## config.mk

```make
export PLATFORM = sky130hd
export DESIGN_NAME = gate_motor_controller_top_flat
export DESIGN_NICKNAME = d
export VERILOG_FILES = /design/src/rtl/core/gmc_pkg.sv /design/src/rtl/core/gmc_in_if.sv /design/src/rtl/core/gmc_out_if.sv /design/src/rtl/core/gate_motor_controller_top.sv /design/src/flat_wrapper.sv
export SDC_FILE = /design/constraint.sdc
export NUM_CORES = 1
export LEC_CHECK = 0
export CORE_MARGIN = 3
export CORE_UTILIZATION = 25
export CTS_CLUSTER_DIAMETER = 150
export DETAILED_ROUTE_END_ITERATION = 6
export DONT_BUFFER_PORTS = 1
export PLACE_DENSITY = 0.47
export SLEW_MARGIN = 20
export SYNTH_ARGS = -nofsm -noshare
export SYNTH_HDL_FRONTEND = slang
export SYNTH_SLANG_ARGS = --single-unit
```

## constraint.sdc

```tcl
create_clock -name clk_i -period 3.6 [get_ports clk_i]
set_clock_uncertainty 0.15 [all_clocks]
set_input_delay 0.72 -clock clk_i [delete_from_list [all_inputs] [get_ports clk_i]]
set_output_delay 0.72 -clock clk_i [all_outputs]
set_load 0.03 [all_outputs]
```

## src/rtl/core/gmc_pkg.sv

```systemverilog
// Package for the gate motor controller: state codes and beat payload types.
// Used by gate_motor_controller_top.
package gmc_pkg;

  // Width of the reported state code and of the run limit register.
  localparam int unsigned StateW = 4;
  localparam int unsigned LimitW = 16;
  localparam logic [LimitW-1:0] LimitReset = 16'd1800;

  // Gate states, encoded as the reported state code.
  typedef enum logic [StateW-1:0] {
    ST_START     = 4'd0,
    ST_UNKNOWN   = 4'd1,
    ST_CLOSING   = 4'd2,
    ST_OPENING   = 4'd3,
    ST_CLOSED    = 4'd4,
    ST_OPEN      = 4'd5,
    ST_OBSTACLE  = 4'd6,
    ST_USER_STOP = 4'd7,
    ST_ERROR     = 4'd8
  } gate_state_e;

  // One tick of sampled switches and buttons.
  typedef struct packed {
    logic open_limit;
    logic closed_limit;
    logic beam_blocked;
    logic close_button;
    logic open_button;
    logic stop_button;
    logic fault_clear;
    logic push_level;
  } gmc_tick_t;

  // Drives and state code produced for one tick.
  typedef struct packed {
    logic              motor_close;
    logic              motor_open;
    logic              lamp_on;
    logic              horn_on;
    logic [StateW-1:0] state_code;
  } gmc_result_t;

endpackage

```

## src/rtl/core/gmc_in_if.sv

```systemverilog
// Input channel of the gate motor controller: one tick of switch samples per beat.
// Depends on nothing; plain valid/ready handshake.
interface gmc_in_if;
  logic valid;
  logic ready;
  logic open_limit;
  logic closed_limit;
  logic beam_blocked;
  logic close_button;
  logic open_button;
  logic stop_button;
  logic fault_clear;
  logic push_level;

  modport source (
    output valid, open_limit, closed_limit, beam_blocked, close_button,
           open_button, stop_button, fault_clear, push_level,
    input  ready
  );

  modport sink (
    input  valid, open_limit, closed_limit, beam_blocked, close_button,
           open_button, stop_button, fault_clear, push_level,
    output ready
  );
endinterface

```

## src/rtl/core/gmc_out_if.sv

```systemverilog
// Output channel of the gate motor controller: drives and state code per beat.
// Depends on nothing; plain valid/ready handshake.
interface gmc_out_if;
  logic       valid;
  logic       ready;
  logic       motor_close;
  logic       motor_open;
  logic       lamp_on;
  logic       horn_on;
  logic [3:0] state_code;

  modport source (
    output valid, motor_close, motor_open, lamp_on, horn_on, state_code,
    input  ready
  );

  modport sink (
    input  valid, motor_close, motor_open, lamp_on, horn_on, state_code,
    output ready
  );
endinterface

```

## src/rtl/core/gate_motor_controller_top.sv

```systemverilog
// Gate motor controller top level: nine-state gate sequencer with run timer.
// Depends on gmc_pkg, gmc_in_if and gmc_out_if.
//
//   Channel  Direction  Handshake          Beat contents
//   in_i     in         valid/ready        limit switches, photocell, buttons
//   out_o    out        valid/ready        motor drives, lamp, buzzer, state
//   cfg      in         cfg_we_i (write)   run_limit_ticks on cfg_wdata_i
//
// A tick is registered on acceptance and its result is loaded into the output
// register when that register can load; one tick is taken every cycle while
// the output is not stalled. The sequencer state advances when a tick moves
// into the output register. A stalled output holds its beat; the input register
// then fills and ready falls until the output drains. Reset clears state, the
// run timer and both valid flags, and loads the run limit with 1800.
module gate_motor_controller_top
  import gmc_pkg::*;
#(
  parameter int unsigned RUN_COUNT_BITS = 16
) (
  input  logic              clk_i,
  input  logic              rst_ni,
  input  logic              cfg_we_i,
  input  logic [LimitW-1:0] cfg_wdata_i,
  gmc_in_if.sink            in_i,
  gmc_out_if.source         out_o
);

  localparam int unsigned CmpW = (RUN_COUNT_BITS > LimitW) ? RUN_COUNT_BITS : LimitW;

  logic [LimitW-1:0]         limit_q;
  logic                      in_valid_q;
  gmc_tick_t                 tick_q;
  logic                      out_valid_q;
  gmc_result_t               res_q, res_d;
  gate_state_e               state_q, state_d;
  logic                      push_prev_q;
  logic [RUN_COUNT_BITS-1:0] count_q, count_d, count_inc;
  logic                      armed_q, armed_d;
  logic                      lwc_q, lwc_d;
  logic                      advance, process, push_edge, over_limit;

  // Configuration register.
  always_ff @(posedge clk_i or negedge rst_ni) begin
    if (!rst_ni) begin
      limit_q <= LimitReset;
    end else if (cfg_we_i) begin
      limit_q <= cfg_wdata_i;
    end
  end

  // Handshake: the input register empties whenever the output register can load.
  assign advance    = !out_valid_q || out_o.ready;
  assign in_i.ready = !in_valid_q || advance;
  assign process    = in_valid_q && advance;

  always_ff @(posedge clk_i or negedge rst_ni) begin
    if (!rst_ni) begin
      in_valid_q <= 1'b0;
    end else if (in_i.ready) begin
      in_valid_q <= in_i.valid;
    end
  end

  always_ff @(posedge clk_i) begin
    if (in_i.valid && in_i.ready) begin
      tick_q.open_limit   <= in_i.open_limit;
      tick_q.closed_limit <= in_i.closed_limit;
      tick_q.beam_blocked <= in_i.beam_blocked;
      tick_q.close_button <= in_i.close_button;
      tick_q.open_button  <= in_i.open_button;
      tick_q.stop_button  <= in_i.stop_button;
      tick_q.fault_clear  <= in_i.fault_clear;
      tick_q.push_level   <= in_i.push_level;
    end
  end

  // Run timer: saturating increment and limit compare.
  assign count_inc  = (count_q != {RUN_COUNT_BITS{1'b1}}) ? count_q + 1'b1 : count_q;
  assign over_limit = CmpW'(count_inc) > CmpW'(limit_q);
  assign push_edge  = tick_q.push_level && !push_prev_q;

  // Next state and drives for the tick in the input register.
  always_comb begin
    state_d = state_q;
    count_d = count_q;
    armed_d = armed_q;
    lwc_d   = lwc_q;
    res_d   = '0;
    res_d.state_code = state_q;
    case (state_q)
      ST_START: begin
        armed_d = 1'b0;
        count_d = '0;
        state_d = ST_UNKNOWN;
      end
      ST_UNKNOWN: begin
        res_d.motor_close = 1'b1;
        res_d.horn_on     = 1'b1;
        if (!armed_q) begin
          armed_d = 1'b1;
          count_d = '0;
        end else if (tick_q.closed_limit) begin
          state_d = ST_CLOSED;
          armed_d = 1'b0;
        end else begin
          count_d = count_inc;
          if (over_limit) state_d = ST_ERROR;
        end
      end
      ST_CLOSING: begin
        res_d.motor_close = 1'b1;
        res_d.lamp_on     = 1'b1;
        res_d.horn_on     = 1'b1;
        lwc_d = 1'b1;
        if (!armed_q) begin
          armed_d = 1'b1;
          count_d = '0;
        end else if (tick_q.closed_limit) begin
          state_d = ST_CLOSED;
          armed_d = 1'b0;
        end else if (tick_q.beam_blocked) begin
          state_d = ST_OBSTACLE;
          armed_d = 1'b0;
        end else if (push_edge || tick_q.stop_button) begin
          state_d = ST_USER_STOP;
          armed_d = 1'b0;
        end else begin
          count_d = count_inc;
          if (over_limit) state_d = ST_ERROR;
        end
      end
      ST_OPENING: begin
        res_d.motor_open = 1'b1;
        res_d.lamp_on    = 1'b1;
        res_d.horn_on    = 1'b1;
        lwc_d = 1'b0;
        if (!armed_q) begin
          armed_d = 1'b1;
          count_d = '0;
        end else if (tick_q.open_limit) begin
          state_d = ST_OPEN;
          armed_d = 1'b0;
        end else if (push_edge || tick_q.stop_button) begin
          state_d = ST_USER_STOP;
          armed_d = 1'b0;
        end else begin
          count_d = count_inc;
          if (over_limit) state_d = ST_ERROR;
        end
      end
      ST_CLOSED: begin
        if (push_edge || tick_q.open_button) state_d = ST_OPENING;
      end
      ST_OPEN: begin
        if (push_edge || tick_q.close_button) state_d = ST_CLOSING;
      end
      ST_OBSTACLE: begin
        res_d.lamp_on = 1'b1;
        if (push_edge || tick_q.open_button) state_d = ST_OPENING;
      end
      ST_USER_STOP: begin
        res_d.lamp_on = 1'b1;
        // Reverse the direction of the last motor run.
        if (push_edge) state_d = lwc_q ? ST_OPENING : ST_CLOSING;
      end
      ST_ERROR: begin
        res_d.lamp_on = 1'b1;
        res_d.horn_on = 1'b1;
        if (tick_q.fault_clear) state_d = ST_START;
      end
      default: begin
        state_d = ST_START;
      end
    endcase
  end

  // Sequencer state, updated as each tick moves to the output register.
  always_ff @(posedge clk_i or negedge rst_ni) begin
    if (!rst_ni) begin
      state_q     <= ST_START;
      push_prev_q <= 1'b0;
      count_q     <= '0;
      armed_q     <= 1'b0;
      lwc_q       <= 1'b0;
    end else if (process) begin
      state_q     <= state_d;
      push_prev_q <= tick_q.push_level;
      count_q     <= count_d;
      armed_q     <= armed_d;
      lwc_q       <= lwc_d;
    end
  end

  // Output register.
  always_ff @(posedge clk_i or negedge rst_ni) begin
    if (!rst_ni) begin
      out_valid_q <= 1'b0;
    end else begin
      out_valid_q <= process || (out_valid_q && !out_o.ready);
    end
  end

  always_ff @(posedge clk_i) begin
    if (process) begin
      res_q <= res_d;
    end
  end

  assign out_o.valid       = out_valid_q;
  assign out_o.motor_close = res_q.motor_close;
  assign out_o.motor_open  = res_q.motor_open;
  assign out_o.lamp_on     = res_q.lamp_on;
  assign out_o.horn_on     = res_q.horn_on;
  assign out_o.state_code  = res_q.state_code;

endmodule
```

## src/flat_wrapper.sv

```systemverilog
// flat-port wrapper written by rule: the top's interface ports become plain ports
module gate_motor_controller_top_flat import gmc_pkg::*;
#(
  parameter int unsigned RUN_COUNT_BITS = 16
)
  (clk_i, rst_ni, cfg_we_i, cfg_wdata_i, in_i_valid, in_i_open_limit, in_i_closed_limit, in_i_beam_blocked, in_i_close_button, in_i_open_button, in_i_stop_button, in_i_fault_clear, in_i_push_level, in_i_ready, out_o_valid, out_o_motor_close, out_o_motor_open, out_o_lamp_on, out_o_horn_on, out_o_state_code, out_o_ready);
  gmc_in_if in_i_i ();
  gmc_out_if out_o_i ();
  input  logic clk_i;
  input  logic rst_ni;
  input  logic cfg_we_i;
  input  logic [LimitW-1:0] cfg_wdata_i;
  input wire logic [$bits(in_i_i.valid)-1:0] in_i_valid;
  input wire logic [$bits(in_i_i.open_limit)-1:0] in_i_open_limit;
  input wire logic [$bits(in_i_i.closed_limit)-1:0] in_i_closed_limit;
  input wire logic [$bits(in_i_i.beam_blocked)-1:0] in_i_beam_blocked;
  input wire logic [$bits(in_i_i.close_button)-1:0] in_i_close_button;
  input wire logic [$bits(in_i_i.open_button)-1:0] in_i_open_button;
  input wire logic [$bits(in_i_i.stop_button)-1:0] in_i_stop_button;
  input wire logic [$bits(in_i_i.fault_clear)-1:0] in_i_fault_clear;
  input wire logic [$bits(in_i_i.push_level)-1:0] in_i_push_level;
  output wire logic [$bits(in_i_i.ready)-1:0] in_i_ready;
  output wire logic [$bits(out_o_i.valid)-1:0] out_o_valid;
  output wire logic [$bits(out_o_i.motor_close)-1:0] out_o_motor_close;
  output wire logic [$bits(out_o_i.motor_open)-1:0] out_o_motor_open;
  output wire logic [$bits(out_o_i.lamp_on)-1:0] out_o_lamp_on;
  output wire logic [$bits(out_o_i.horn_on)-1:0] out_o_horn_on;
  output wire logic [$bits(out_o_i.state_code)-1:0] out_o_state_code;
  input wire logic [$bits(out_o_i.ready)-1:0] out_o_ready;
  assign in_i_i.valid = in_i_valid;
  assign in_i_i.open_limit = in_i_open_limit;
  assign in_i_i.closed_limit = in_i_closed_limit;
  assign in_i_i.beam_blocked = in_i_beam_blocked;
  assign in_i_i.close_button = in_i_close_button;
  assign in_i_i.open_button = in_i_open_button;
  assign in_i_i.stop_button = in_i_stop_button;
  assign in_i_i.fault_clear = in_i_fault_clear;
  assign in_i_i.push_level = in_i_push_level;
  assign in_i_ready = in_i_i.ready;
  assign out_o_valid = out_o_i.valid;
  assign out_o_motor_close = out_o_i.motor_close;
  assign out_o_motor_open = out_o_i.motor_open;
  assign out_o_lamp_on = out_o_i.lamp_on;
  assign out_o_horn_on = out_o_i.horn_on;
  assign out_o_state_code = out_o_i.state_code;
  assign out_o_i.ready = out_o_ready;
  gate_motor_controller_top #(.RUN_COUNT_BITS(RUN_COUNT_BITS)) u_core (.clk_i(clk_i), .rst_ni(rst_ni), .cfg_we_i(cfg_we_i), .cfg_wdata_i(cfg_wdata_i), .in_i(in_i_i), .out_o(out_o_i));
endmodule
```

==> results of run 1 <==
==> cells by family (layout without fill, tap and decap cells) <==
| family | Yosys count | in the layout | synth area share [%] |
|---|---|---|---|
| buffers and inverters | 39 | 44 | 5.463 |
| AO/OA/AOI/OAI | 88 | 88 | 17.45 |
| AND/OR/NAND/NOR | 113 | 113 | 18.39 |
| multiplexers | 10 | 10 | 3.354 |
| flip-flops | 57 | 57 | 45.52 |
| XOR/XNOR | 13 | 13 | 3.429 |
| adder cells (fa/ha/maj) | 17 | 17 | 6.405 |
==> power groups by stage <==
stage / clock [uW] / combinational [uW] / sequential (uW)
global route: 833 / 514 / 899
global placement: 0 / 441 / 900
CTS: 804 / 458 / 887
detailed placement: 0 / 444 / 899
finish: 774 / 452 / 886
floorplan: 0 / 411 / 849
==> worst max-delay path: cells and delay by family, from the launching register on <==
kind,cells,cell delay [ns]
adder cells (fa/ha/maj),1,0.29
XOR/XNOR,1,0.16
AO/OA/AOI/OAI,3,0.47
AND/OR/NAND/NOR,7,1.67
flip-flops,1,0.46
==> stage by stage <==
stage          setup WS [ns]  std cells  hold WS (ns)
2_1_floorplan         0.4708        337        0.2696
4_1_cts              0.05822        514       0.07073
3_3_place_gp          0.2044        497        0.2755
3_5_place_dp         0.05265        497        0.2755
6_report              0.2714        514       0.08023
5_1_grt              0.01368        514       0.06157
==> layout make-up <==
type / instances / area [um^2] / share of cell area [%]
clock buffers: 11 / 242.7 / 6.398
multi-input cells: 241 / 1652 / 43.54
clock inverters: 5 / 31.28 / 0.8245
flip-flops and latches: 57 / 1513 / 39.87
inverters: 22 / 82.58 / 2.177
repair buffers: 6 / 57.56 / 1.517
well taps: 172 / 215.2 / 5.673
==> Yosys cell counts (3+ instances only) <==
cell	instances	share of area, %
sky130_fd_sc_hd__nor2b_1	5	0.94
sky130_fd_sc_hd__or3_1	5	0.94
sky130_fd_sc_hd__nand2_1	38	4.3
sky130_fd_sc_hd__o21ai_1	3	0.45
sky130_fd_sc_hd__nand2b_1	8	1.5
sky130_fd_sc_hd__and4_1	5	1.3
sky130_fd_sc_hd__nor2_1	13	1.5
sky130_fd_sc_hd__o31ai_1	5	1.1
sky130_fd_sc_hd__clkbuf_1	6	0.68
sky130_fd_sc_hd__buf_4	4	0.90
sky130_fd_sc_hd__nand3_1	11	1.7
sky130_fd_sc_hd__edfxtp_1	16	14
sky130_fd_sc_hd__a22o_1	4	1.1
sky130_fd_sc_hd__dfstp_2	4	3.2
sky130_fd_sc_hd__ha_1	17	6.4
sky130_fd_sc_hd__mux2_2	9	3.1
sky130_fd_sc_hd__a21oi_1	18	2.7
sky130_fd_sc_hd__a31oi_1	11	2.1
sky130_fd_sc_hd__buf_2	4	0.60
sky130_fd_sc_hd__xnor2_1	9	2.4
sky130_fd_sc_hd__o21ai_0	26	3.9
sky130_fd_sc_hd__nand4_1	3	0.57
sky130_fd_sc_hd__inv_1	21	2.4
sky130_fd_sc_hd__dfrtp_1	37	28
sky130_fd_sc_hd__nor3_1	6	0.90
sky130_fd_sc_hd__xor2_1	4	1.1
==> state kept, by name (all words and copies together), names as in the netlist <==
| register | flops |
|---|---|
| u_core.in_valid_q | 1 |
| u_core.out_o.motor_close | 1 |
| u_core.out_o.motor_open | 1 |
| u_core.state_q | 4 |
| u_core.push_prev_q | 1 |
| u_core.count_q | 16 |
| u_core.out_o.valid | 1 |
| u_core.out_o.lamp_on | 1 |
| u_core.lwc_q | 1 |
| u_core.out_o.state_code | 4 |
| u_core.limit_q | 16 |
| u_core.tick_q | 8 |
| u_core.out_o.horn_on | 1 |
| u_core.armed_q | 1 |
==> worst max-delay path by stage <==
stage | cells past startpoint | from | to | slack [ns]
6_report | 12 | u_core.count_q[5] | u_core.state_q[1] | 0.27
5_1_grt | 12 | u_core.count_q[5] | u_core.state_q[1] | 0.01
4_1_cts | 13 | u_core.count_q[0] | u_core.state_q[0] | 0.06
3_5_place_dp | 13 | u_core.count_q[0] | u_core.state_q[0] | 0.05
3_3_place_gp | 13 | u_core.count_q[0] | u_core.state_q[0] | 0.20
2_1_floorplan | 14 | u_core.count_q[0] | u_core.state_q[0] | 0.47
==> layer usage <==
| metal | track usage, % | vias up | share of wire [%] |
|---|---|---|---|
| li1 | - | 1215 | - |
| met1 | 13.66 | 1192 | 46 |
| met2 | 17.61 | 23 | 51 |
| met3 | 2.517 | 2 | 2.2 |
| met4 | 4.972 | 0 | 0.66 |
| met5 | 0 | - | 0 |
==> timing repair <==
item	4_1_cts	5_1_grt
hold buffers	1	0
setup buffers	0	0
endpoints found under the hold margin	37	0
setup endpoints to repair	0	3
gates resized for setup	0	5
==> impl_table.tex, run 1 <==
\begin{tabular}{lr}
\hline
Metric & Value \\
\hline
\multicolumn{2}{l}{\textbf{Worst setup path}} \\
Worst Path Required & 3.65 ns \\
Sequence of cells on the critical path & nand4\_2 -> or3\_4 -> nor3\_1 -> xnor2\_1 -> nand2\_1 -> ha\_1 -> and4\_1 -> nand3\_1 -> a211oi\_1 -> and4b\_1 -> a211oi\_1 -> o31ai\_1 \\
Biggest fanout along the worst timing path & 7 \\
Most repeated library cell on the critical path & sky130\_fd\_sc\_hd\_\_a211oi\_1 \\
CP endpoint kind & register \\
Worst Path Class, Setup & reg2reg \\
Worst r2r path cells & 12 \\
Data arrival time at the worst-slack endpoint & $\sim$3.4 ns \\
Critical-path cell with the highest stage delay & sky130\_fd\_sc\_hd\_\_dfrtp\_1 \\
Flop2flop setup slack & 0.27 ns \\
Delay of the slowest critical-path stage & 0.46 ns \\
Kind of start point of the critical path & register \\
Crit Reg-Reg Startpoint & u\_core.count\_q[5] \\
R2r endpoint & u\_core.state\_q[1] \\
\multicolumn{2}{l}{\textbf{Placement}} \\
Placed cell area & 0.003475 mm\^{}2 \\
Number of buffer cells added on primary ports & 0 \\
Half-perimeter wire length after detailed placement & 5385 um \\
Global placement routability congestion & about 0.87 \\
\multicolumn{2}{l}{\textbf{STA}} \\
Endpoints failing setup & 0 \\
Hold Vio Cnt, Final & 0 \\
Highest attainable clock frequency & approximately 300 MHz \\
Fin crit share & 92.46\% \\
Tmin final & 3.329 ns \\
Worst rel slew slack & 67.38\% \\
Final TNS setup & 0 ns \\
Slew Limit Fails & 0 \\
Worst-Margin Slew & 0.4882 ns \\
Setup repair after global routing missed its margin & no \\
\multicolumn{2}{l}{\textbf{Pwr}} \\
Sequential group share of total power & 42.0\% \\
Static leakage & 0.001539 uW \\
Switching power of the nets & 673.5 uW \\
Fraction of power consumed by combinational cells & roughly a fifth \\
Share of power burned in the clock network & 36.6\% \\
Power consumption & 2113 uW \\
Internal power & 1439 uW \\
Maximum vdd ir drop & 0.1897 mV \\
Total power divided by cell area & 556.9 mW/mm\^{}2 \\
Fraction of power spent switching nets & 31.88\% \\
\multicolumn{2}{l}{\textbf{Cells and area}} \\
Final standard cell area without fillers & approximately 0.0038 mm\^{}2 \\
Count of antenna diodes in the layout & 0 \\
Core utilization of the finished layout & 29.58\% \\
Filler cell count & 1326 \\
Area overhead of the layout relative to synthesis & 14.24\% \\
Highest-count cells in the layout ignoring fill and taps & sky130\_fd\_sc\_hd\_\_nand2\_1 (38), sky130\_fd\_sc\_hd\_\_dfrtp\_1 (36), sky130\_fd\_sc\_hd\_\_o21ai\_0 (26) \\
Commonest non-fill, non-tap cell in the layout & sky130\_fd\_sc\_hd\_\_nand2\_1 \\
Fraction of final layout cells with drive strength greater than 1 & 15.20\% \\
Net total in the final layout & 383 \\
\multicolumn{2}{l}{\textbf{Global route}} \\
Overall track demand over capacity in global routing & 10.84\% \\
Number of antenna violations at the first check in global routing & 0 \\
Wire length of the first global-routing pass & roughly 12000 um \\
Total global routing overflow & 0 \\
Number of global-route vias before repair & 2463 \\
Largest net degree at the start of global routing & 38 \\
\multicolumn{2}{l}{\textbf{Clock network}} \\
CTS Root Cell & sky130\_fd\_sc\_hd\_\_clkbuf\_16 \\
Number of sinks driven by the clock tree & 57 \\
Latest clock arrival within the worst-skew pair & 0.32 ns \\
Max H-tree Level & 3 \\
TritonCTS clock tree & done \\
Clock Tree Buf Depth & 2 \\
Number of CTS-inserted buffers & 9 \\
Reg clk slew, reported paths & 0.05 ns \\
\multicolumn{2}{l}{\textbf{Floorplanning}} \\
Std-Cell Rows & 41 \\
Ports & 39 \\
Core Region & 0.01282 mm\^{}2 \\
Chip height & 121.3 um \\
Die footprint & 0.01470 mm\^{}2 \\
Die Span X & 121.3 um \\
Starting density of the core & 25.89\% \\
\multicolumn{2}{l}{\textbf{Synthesis}} \\
Warning count from the yosys run & 0 \\
Count of different cell masters after synthesis & 62 \\
Netlist area before placement & 0.003321 mm\^{}2 \\
Avg Inst Size Synth & 9.854 um\^{}2 \\
Cells after Synth & around 340 \\
Async SR Flop Fraction & 71.93\% \\
Proportion of synthesized chip area in sequential cells & 45.52\% \\
Synthesized flop and latch total & 57 \\
Predominant post-synthesis flop cell & sky130\_fd\_sc\_hd\_\_dfrtp\_1 \\
Post-synth net total & $\sim$380 \\
Number of flops mapped to enable cells by yosys & 16 \\
\multicolumn{2}{l}{\textbf{Flow run}} \\
Max-capacitance violation count & 0 \\
\multicolumn{2}{l}{\textbf{Worst hold path}} \\
Hold Path Class & in2async \\
\multicolumn{2}{l}{\textbf{Route}} \\
Initial DRT Pass Iterations & 4 \\
Number of vias in the routed layout & 2432 \\
Number of remaining DRC errors & 0 \\
Routed vias/inst & 4.732 \\
Routed wire length & 7462 um \\
Number of DRC markers after the initial detailed-route iteration & $\sim$130 \\
Post-route ant nets & 0 \\
Detail-routed net length per standard cell & 14.52 um \\
\multicolumn{2}{l}{\textbf{Status}} \\
Run status & complete, no violations \\
\hline
\end{tabular}
Power figures use the tool's default switching activity.
==> run 2, diff against run 1 <==
CELL_PAD_IN_SITES_DETAIL_PLACEMENT = 1   (was unset)
CELL_PAD_IN_SITES_GLOBAL_PLACEMENT = 2   (was unset)
PLACE_DENSITY = 0.62   (was 0.47)
==> impl_table.tex, run 2 (synthesized netlist as in run 1, its figures left out) <==
\begin{tabular}{lr}
\hline
Metric & Value \\
\hline
\multicolumn{2}{l}{\textbf{STA}} \\
Highest attainable clock frequency & 292.9 MHz (was 300.4 MHz) \\
Final WS setup & 0.1863 ns (was 0.2714 ns) \\
Hold Vio Cnt, Final & 0 (unchanged) \\
Worst rel slew slack & 65.22\% (was 67.38\%) \\
Endpoints failing setup & 0 (unchanged) \\
Tmin final & 3.414 ns (was 3.329 ns) \\
Slew Limit Fails & 0 (unchanged) \\
Fin crit share & 94.83\% (was 92.46\%) \\
Worst-Margin Slew & 0.5205 ns (was 0.4882 ns) \\
\multicolumn{2}{l}{\textbf{Clock network}} \\
Reg clk slew, reported paths & 0.05 ns (about the same) \\
Number of CTS-inserted buffers & 9 (unchanged) \\
TritonCTS clock tree & done (unchanged) \\
Max H-tree Level & 3 (unchanged) \\
Clock Tree Buf Depth & 2 (unchanged) \\
Latest clock arrival within the worst-skew pair & 0.33 ns (was 0.32 ns) \\
Number of setup buffers added after CTS & 0 (unchanged) \\
Number of sinks driven by the clock tree & 57 (unchanged) \\
CTS Root Cell & sky130\_fd\_sc\_hd\_\_clkbuf\_16 (unchanged) \\
\multicolumn{2}{l}{\textbf{Worst setup path}} \\
Kind of start point of the critical path & register (unchanged) \\
Most repeated library cell on the critical path & sky130\_fd\_sc\_hd\_\_and4\_1 (was sky130\_fd\_sc\_hd\_\_a211oi\_1) \\
Worst Path Required & 3.67 ns (was 3.65 ns) \\
R2r endpoint & u\_core.state\_q[0] (was u\_core.state\_q[1]) \\
Worst Path Class, Setup & reg2reg (unchanged) \\
Biggest fanout along the worst timing path & 6 (was 7) \\
Delay of the slowest critical-path stage & 0.49 ns (was 0.46 ns) \\
Worst r2r path cells & 13 (was 12) \\
Critical-path cell with the highest stage delay & sky130\_fd\_sc\_hd\_\_dfrtp\_1 (unchanged) \\
Data arrival time at the worst-slack endpoint & 3.48 ns (was 3.38 ns) \\
Flop2flop setup slack & 0.19 ns (was 0.27 ns) \\
Sequence of cells on the critical path & ha\_4 -> nand3\_2 -> nor4\_4 -> nand2b\_1 -> and4\_1 -> xor2\_1 -> ha\_1 -> and4\_1 -> nand4\_1 -> o21ai\_0 -> o211ai\_1 -> a21oi\_1 -> a221o\_1 (was nand4\_2 -> or3\_4 -> nor3\_1 -> xnor2\_1 -> nand2\_1 -> ha\_1 -> and4\_1 -> nand3\_1 -> a211oi\_1 -> and4b\_1 -> a211oi\_1 -> o31ai\_1) \\
Crit Reg-Reg Startpoint & u\_core.count\_q[0] (was u\_core.count\_q[5]) \\
CP endpoint kind & register (unchanged) \\
\multicolumn{2}{l}{\textbf{Pwr}} \\
Power consumption & 2173 uW (was 2113 uW) \\
Share of power burned in the clock network & 37.6\% (was 36.6\%) \\
Fraction of power spent switching nets & 31.56\% (was 31.88\%) \\
Fraction of power consumed by combinational cells & 21.1\% (was 21.4\%) \\
Internal power & 1487 uW (was 1439 uW) \\
Sequential group share of total power & 41.2\% (was 42.0\%) \\
Switching power of the nets & 685.9 uW (was 673.5 uW) \\
Total power divided by cell area & 566.7 mW/mm\^{}2 (was 556.9 mW/mm\^{}2) \\
Maximum vdd ir drop & 0.1970 mV (was 0.1897 mV) \\
Static leakage & 0.001551 uW (was 0.001539 uW) \\
\multicolumn{2}{l}{\textbf{Floorplanning}} \\
Ports & 39 (unchanged) \\
Starting density of the core & 25.89\% (unchanged) \\
Std-Cell Rows & 41 (unchanged) \\
Core Region & 0.01282 mm\^{}2 (unchanged) \\
Die Span X & 121.3 um (unchanged) \\
Die footprint & 0.01470 mm\^{}2 (unchanged) \\
Chip height & 121.3 um (unchanged) \\
\multicolumn{2}{l}{\textbf{Route}} \\
Number of DRC markers after the initial detailed-route iteration & 120 (was 129) \\
Routed vias/inst & 4.806 (was 4.732) \\
Routed wire length & 8506 um (was 7462 um) \\
Number of remaining DRC errors & 0 (unchanged) \\
Post-route ant nets & 0 (unchanged) \\
Number of vias in the routed layout & 2475 (was 2432) \\
Detail-routed net length per standard cell & 16.52 um (was 14.52 um) \\
Initial DRT Pass Iterations & 4 (unchanged) \\
\multicolumn{2}{l}{\textbf{Cells and area}} \\
Largest regs & u\_core.count\_q: 16 flops, u\_core.limit\_q: 16 flops, u\_core.tick\_q: 8 flops (unchanged) \\
Fraction of final layout cells with drive strength greater than 1 & 15.16\% (was 15.20\%) \\
Net total in the final layout & 384 (was 383) \\
Highest-count cells in the layout ignoring fill and taps & sky130\_fd\_sc\_hd\_\_nand2\_1 (38), sky130\_fd\_sc\_hd\_\_dfrtp\_1 (36), sky130\_fd\_sc\_hd\_\_o21ai\_0 (26) (unchanged) \\
Area overhead of the layout relative to synthesis & 15.49\% (was 14.24\%) \\
Commonest non-fill, non-tap cell in the layout & sky130\_fd\_sc\_hd\_\_nand2\_1 (unchanged) \\
Count of antenna diodes in the layout & 0 (unchanged) \\
Filler cell count & 1481 (was 1326) \\
\multicolumn{2}{l}{\textbf{Placement}} \\
DP Worst Slack & -0.02573 ns (was 0.05265 ns) \\
Half-perimeter wire length after detailed placement & 6006 um (was 5385 um) \\
Number of buffer cells added on primary ports & 0 (unchanged) \\
Global placement routability congestion & 0.8279 (was 0.8728) \\
\multicolumn{2}{l}{\textbf{Global route}} \\
Number of global-route vias before repair & 2537 (was 2463) \\
Wire length of the first global-routing pass & 13680 um (was 12360 um) \\
Largest net degree at the start of global routing & 38 (unchanged) \\
Total global routing overflow & 0 (unchanged) \\
Overall track demand over capacity in global routing & 12.34\% (was 10.84\%) \\
Number of antenna violations at the first check in global routing & 0 (unchanged) \\
\multicolumn{2}{l}{\textbf{Worst hold path}} \\
Hold Path Class & in2async (unchanged) \\
\multicolumn{2}{l}{\textbf{Flow run}} \\
Max-capacitance violation count & 0 (unchanged) \\
\multicolumn{2}{l}{\textbf{Status}} \\
Run status & complete, no violations (unchanged) \\
\hline
\end{tabular}
-- run 2: cell type report --
type | instances | area (um^2) | share of cell area, %
clock buffers | 12 | 236.5 | 6.166
clock inverters | 4 | 43.79 | 1.142
inverters | 22 | 82.58 | 2.153
multi-input cells | 241 | 1672 | 43.59
flip-flops and latches | 57 | 1513 | 39.45
well taps | 172 | 215.2 | 5.612
repair buffers | 7 | 72.57 | 1.892
-- run 2: power groups by stage --
stage | Clock [uW] | Combinational, uW | Sequential, uW
2_1_floorplan | 0 | 411 | 849
3_3_place_gp | 0 | 442 | 902
3_5_place_dp | 0 | 449 | 904
4_1_cts | 849 | 465 | 893
5_1_grt | 875 | 525 | 907
6_report | 818 | 459 | 896
-- run 2: worst max-delay path by stage --
stage                       from                 to  slack [ns]  cells past startpoint
6_report       u_core.count_q[0]  u_core.state_q[0]        0.19                     13
5_1_grt        u_core.count_q[0]  u_core.state_q[1]      -0.006                     11
4_1_cts        u_core.count_q[0]  u_core.state_q[0]        0.05                     13
3_5_place_dp   u_core.count_q[0]  u_core.state_q[0]       -0.03                     13
3_3_place_gp   u_core.count_q[0]  u_core.state_q[0]       -0.05                     13
2_1_floorplan  u_core.count_q[0]  u_core.state_q[0]        0.47                     14
-- run 2: stage by stage --
stage | cell area, um^2 | hold slack (ns) | std cells | util (%) | TNS [ns]
after CTS | 3796 | 0.06381 | 515 | 29.60 | 0
after floorplan | 3321 | 0.2696 | 337 | - | 0
after global routing | 3835 | 0.06580 | 515 | 29.90 | -0.006355
after global placement | 3482 | 0.2759 | 498 | 27.15 | -0.04678
final | 3835 | 0.07485 | 515 | 29.90 | 0
after detailed placement | 3482 | 0.2762 | 498 | 27.15 | -0.02573
-- run 2: worst max-delay path: cells and delay by family, from the launching register on --
family	cells	cell delay (ns)
and+or+nand+nor	6	1.33
adders and majority gates	2	0.54
xor gates and xnor gates	1	0.16
AOI/OAI and AO/OA	4	0.63
DFF	1	0.49
-- run 2: routing by layer --
metal / share of wire (%) / vias up / GRT usage [%] / wire, um
li1: - / 1221 / - / -
met1: 48 / 1203 / 16.65 / 4114
met2: 46 / 34 / 18.30 / 3951
met3: 2.0 / 17 / 2.284 / 172
met4: 3.1 / 0 / 7.423 / 267
met5: 0 / - / 0 / 0
-- run 2: timing repair --
item,in CTS,in global routing
endpoints found under the hold margin,37,0
hold buffers,1,0
gates resized for setup,1,7
setup endpoints to repair,2,3
